--- src/hw/rtl/fpp_ram.sv ---
// Generic RAM: one write port, two registered read ports.
`default_nettype none
module fpp_ram #(
	parameter int WIDTH = 8,
	parameter int DEPTH = 16
) (
	input  wire logic                     clk,
	input  wire logic                     we,
	input  wire logic [$clog2(DEPTH)-1:0] waddr,
	input  wire logic [WIDTH-1:0]         wdata,
	input  wire logic [$clog2(DEPTH)-1:0] raddr_a,
	input  wire logic [$clog2(DEPTH)-1:0] raddr_b,
	output logic      [WIDTH-1:0]         rdata_a,
	output logic      [WIDTH-1:0]         rdata_b
);

	logic [WIDTH-1:0] mem_q [DEPTH];

	always_ff @(posedge clk) begin
		if (we) begin
			mem_q[waddr] <= wdata;
		end
		rdata_a <= mem_q[raddr_a];
		rdata_b <= mem_q[raddr_b];
	end

endmodule
`default_nettype wire

--- config.mk ---
export PLATFORM = sky130hd
export DESIGN_NAME = fpp_ram
export DESIGN_NICKNAME = d
export VERILOG_FILES = /design/src/hw/rtl/fpp_ram.sv
export SDC_FILE = /design/constraint.sdc
export NUM_CORES = 1
export LEC_CHECK = 0
export BUFFER_PORTS_ARGS = -buffer_cell sky130_fd_sc_hd__buf_2
export CAP_MARGIN = 30
export CORE_ASPECT_RATIO = 0.7
export CORE_UTILIZATION = 50
export CTS_CLUSTER_DIAMETER = 50
export DETAILED_ROUTE_END_ITERATION = 8
export GPL_TIMING_DRIVEN = 0
export PLACE_DENSITY = 0.65
export SKIP_LAST_GASP = 1
export SYNTH_ARGS = -nofsm -noshare
export SYNTH_HDL_FRONTEND = slang
export SYNTH_SLANG_ARGS = --single-unit
--- constraint.sdc ---
create_clock -name clk -period 6.2 [get_ports clk]
set_clock_uncertainty 0.1 [all_clocks]
set_input_delay 1.55 -clock clk [delete_from_list [all_inputs] [get_ports clk]]
set_output_delay 1.55 -clock clk [all_outputs]
set_load 0.01 [all_outputs]
Word-level counts from Yosys, hierarchy flattened

Memories as Yosys holds them, arrays and structs flattened. A register that Yosys moved wholly into a read port is not among the register bits.
Cells that the tools add are included.

Register bits after elaboration: 0
RAM bits: 128
Input port bits: 22
Output and inout port bits: 16
Word-level logic and storage cells: 3
Memories kept: 1

Multiplexer cells: 2

Memories:

| name  | depth | width | read ports | clocked after memory_dff | write ports | RTL line | RTL |
|---|---|---|---|---|---|---|---|
| mem_q | 16    | 8     | 2          | 2                        | 1           | 17       | `logic [WIDTH-1:0] mem_q [DEPTH];` |

Operators by type and width:

| cell    | count |
|---|---|
| $mux W1 | 2 |

Depth between registers and ports, before layout

Depth after elaboration: 2
Gate-level depth with buffers: 5
Depth with buffers taken out: 3

Worst setup path before layout

OpenSTA, ideal clock, no wires.

Kind: input port to flip-flop
From: input waddr[2]
To: memory mem_q[0][0], enable pin
Setup time: 0.383 ns
Arrival: 2.660 ns
Data required time: 5.717 ns
Setup slack: 3.057 ns
Stages on the path: 2
Path buffers: 0
Path through: or3b_2 nor3_1

RTL lines:

| item            | RTL line | RTL |
|---|---|---|
| start, declared | 9        | `input wire logic [$clog2(DEPTH)-1:0] waddr,` |
| end, declared   | 17       |  |

No word-level cell before the write port.

Final worst setup path

From: input waddr[2]
To: memory mem_q[1][7], enable pin

No word-level cell before the write port.

==> summary.md <==
| Metric | Value |
|---|---|
| Final Hold Viols | 0 |
| Post-synth top area share | 0.606 |
| Die Y | roughly 96 µm |
| Largest net degree at the start of global routing | 17 |
| CP cell instances | buf_2 > or3b_2 > nor2_1 |
| CTS tree | built |
| Hold path startpoint | mem_q[7][0] |
| Maximum VDD drop | roughly 0.21 mV |
| Routed WL per cell | 26.9 µm |
| Final setup TNS | 0 ns |
| Grt total ovfl | 0 |
| CP required | ~6.1 ns |
| F_max | ~330 MHz |
| Top post-synthesis cells by area | edfxtp_1 61%, mux4_2 12%, mux4_1 12% |
| Die width | about 140 µm |
| RR Startpoint | mem_q[0][7] |
| Area growth from synthesis to layout | 15.1% |
| Min-delay worst type | flop to flop |
| First DRT Iteration DRCs | 255 |
| GPL Wtd Cong | between 0.8 and 0.9 |
| IO Pins | 38 |
| CP startpoint | waddr[2] |
| Sequential share of the synthesized area | 0.656 |
| Gr usage total | 0.245 |
| Sink Count | 144 |
| CTS resizes | 0 |
| Final setup viols | 0 |
| Routed via count | 3397 |
| Yosys top cell by area | edfxtp_1 |
| Die area | 13200 µm² |
| Mapped Cells | 307 |
| Max-Cap Viols | 0 |
| Cts bufs inserted | 17 |
| Clk buf depth | 2 |
| Layout cell share with drive strength beyond 1 | 0.343 |
| FP Rows | 34 |
| Hold Buf Count CTS | 0 |
| P_leak | 2.51 nW |
| Worst-Skew Late Latency | 0.42 ns |
| Avg Synthesized Cell Area | between 20 and 25 µm² |
| Core area | 12400 µm² |
| Vias/cell | 6.31 |
| R2R depth | 3 |
| Worst stage delay on the critical path | 0.77 ns |
| Worst-Margin Slew | 1.04 ns |
| Minimum clock period | 3.02 ns |
| Number of global-route vias before repair | 3437 |
| Final Max Slew Viols | 0 |
| Global-route wire length before repair | 21200 µm |
| Post-DP HPWL | 9550 µm |
| Fin util | 0.590 |
| Critical path fanouts, max | 8 |
| Hold Crit Depth | 3 |
| Mapped Area | 6350 µm² |
| Netlist cell types | 20 |
| Postcts setup bufs | 0 |
| DRC viols | 0 |
| Drt total wl | 14500 µm |
| H-tree depth | 4 |
| Clk root buf | clkbuf_16 |
| Starting Density | 0.513 |
| Final worst path period share | 0.487 |
| Setup CP Type | primary input to flop |
| Worst setup SP type | primary input |
| Unrepaired setup endpoints after global routing | no |
| Detail Route Antenna Nets | 0 |
| Arr. time, crit path | about 3 ns |
| Drt pass-1 iters | 4 |
| Initial antenna violation count | 0 |
| Slowest cell on crit path | nor2_1 |
| Flop and latch count out of synthesis | roughly 140 |
| Max_slew headroom | 0.301 |
| Clock slew at reported path FFs | 0.06 ns |
| Status | finished clean |
| Power per Cell Area | between 300 and 400 nW/µm² |
| Setup crit end kind | flop |
| IO buf count | 35 |
| Synthesis Warnings | 0 |
| Nets | just under 400 |
| Antenna Cells | 0 |
| Post-Syn Nets | 329 |
[layout by cell type (no fill, tap or decap), drive strengths merged]
cell,count
dfxtp,16
clkbuf,17
nand3,1
a22oi,32
nand2,17
nor2,14
buf,51
mux4,64
nand2b,2
nor3,4
clkinv,1
clkdlybuf4s25,6
inv,8
and2,2
nor2b,2
or3b,1
nand3b,2
clkinvlp,6
edfxtp,128
and2b,2
[worst max-delay path: cells and delay by family]
kind / cells / cell delay [ns]
AND/OR/NAND/NOR: 2 / 1.28
buffers and inverters: 1 / 0.11
[path summary, 6_finish.rpt]
kind                 end  slack (ns)
max          mem_q[1][7]        3.18
min           rdata_b[0]        0.60
max reg2reg   rdata_b[7]        4.64
min reg2reg   rdata_b[0]        0.60
[cells in the mapped netlist, drive strengths merged]
cell type	count
nor2b	2
a22oi	32
or3b	1
mux4	64
and2b	2
nand2b	2
nor2	14
clkdlybuf4s25	6
nand2	17
nor3	4
nand3	1
and2	2
buf	14
dfxtp	16
nand3b	2
edfxtp	128
[power by group]
| part | internal (mW) | leakage, nW | switching [mW] | total [mW] |
|---|---|---|---|---|
| Clock | 0.522 | 0.254 | 0.423 | 0.945 |
| Sequential | 1.09 | 1.29 | 0.00970 | 1.10 |
| Combinational | 0.0774 | 0.963 | 0.0940 | 0.171 |
[metal layers]
layer / vias up / GRT usage / wire length (µm)
met1: 1764 / 0.322 / 6300
met3: 36 / 0.0748 / 900
li1: 1456 / - / -
met4: 0 / 0.100 / 325
met2: 141 / 0.386 / 6960
met5: - / 0 / 0
[kinds of logic after synthesis]
family / Yosys count / share of synthesized area
DFF: 144 / 0.656
muxes: 64 / 0.244
and+or+nand+nor: 47 / 0.0343
AOI/OAI and AO/OA: 32 / 0.0379
buffers and inverters: 20 / 0.0272
[area by class of cell]
type,count,area [µm²]
flip-flops and latches,144,4160
multi-input cells,143,2020
plain buffers,20,173
clock inverters,15,125
fillers,945,5080
repair buffers,37,188
well taps,162,203
clock buffers,17,425
[sequential cells by signal, indices dropped and copies added, names as in the netlist]
name and count:
rdata_a 8, rdata_b 8, mem_q 128
[through the flow]
step           total power [mW]  hold slack [ns]  instance area [µm²]  worst slack [ns]  instances
2_1_floorplan              1.22            0.547                 6350              3.06        307
3_3_place_gp               1.28            0.579                 6720              2.32        504
3_5_place_dp               1.29            0.591                 6750              2.77        506
4_1_cts                    2.22            0.605                 7300              3.21        538
5_1_grt                    2.28            0.638                 7300              3.14        538
6_report                   2.21            0.601                 7300              3.18        538
Power figures use the tool's default switching activity.
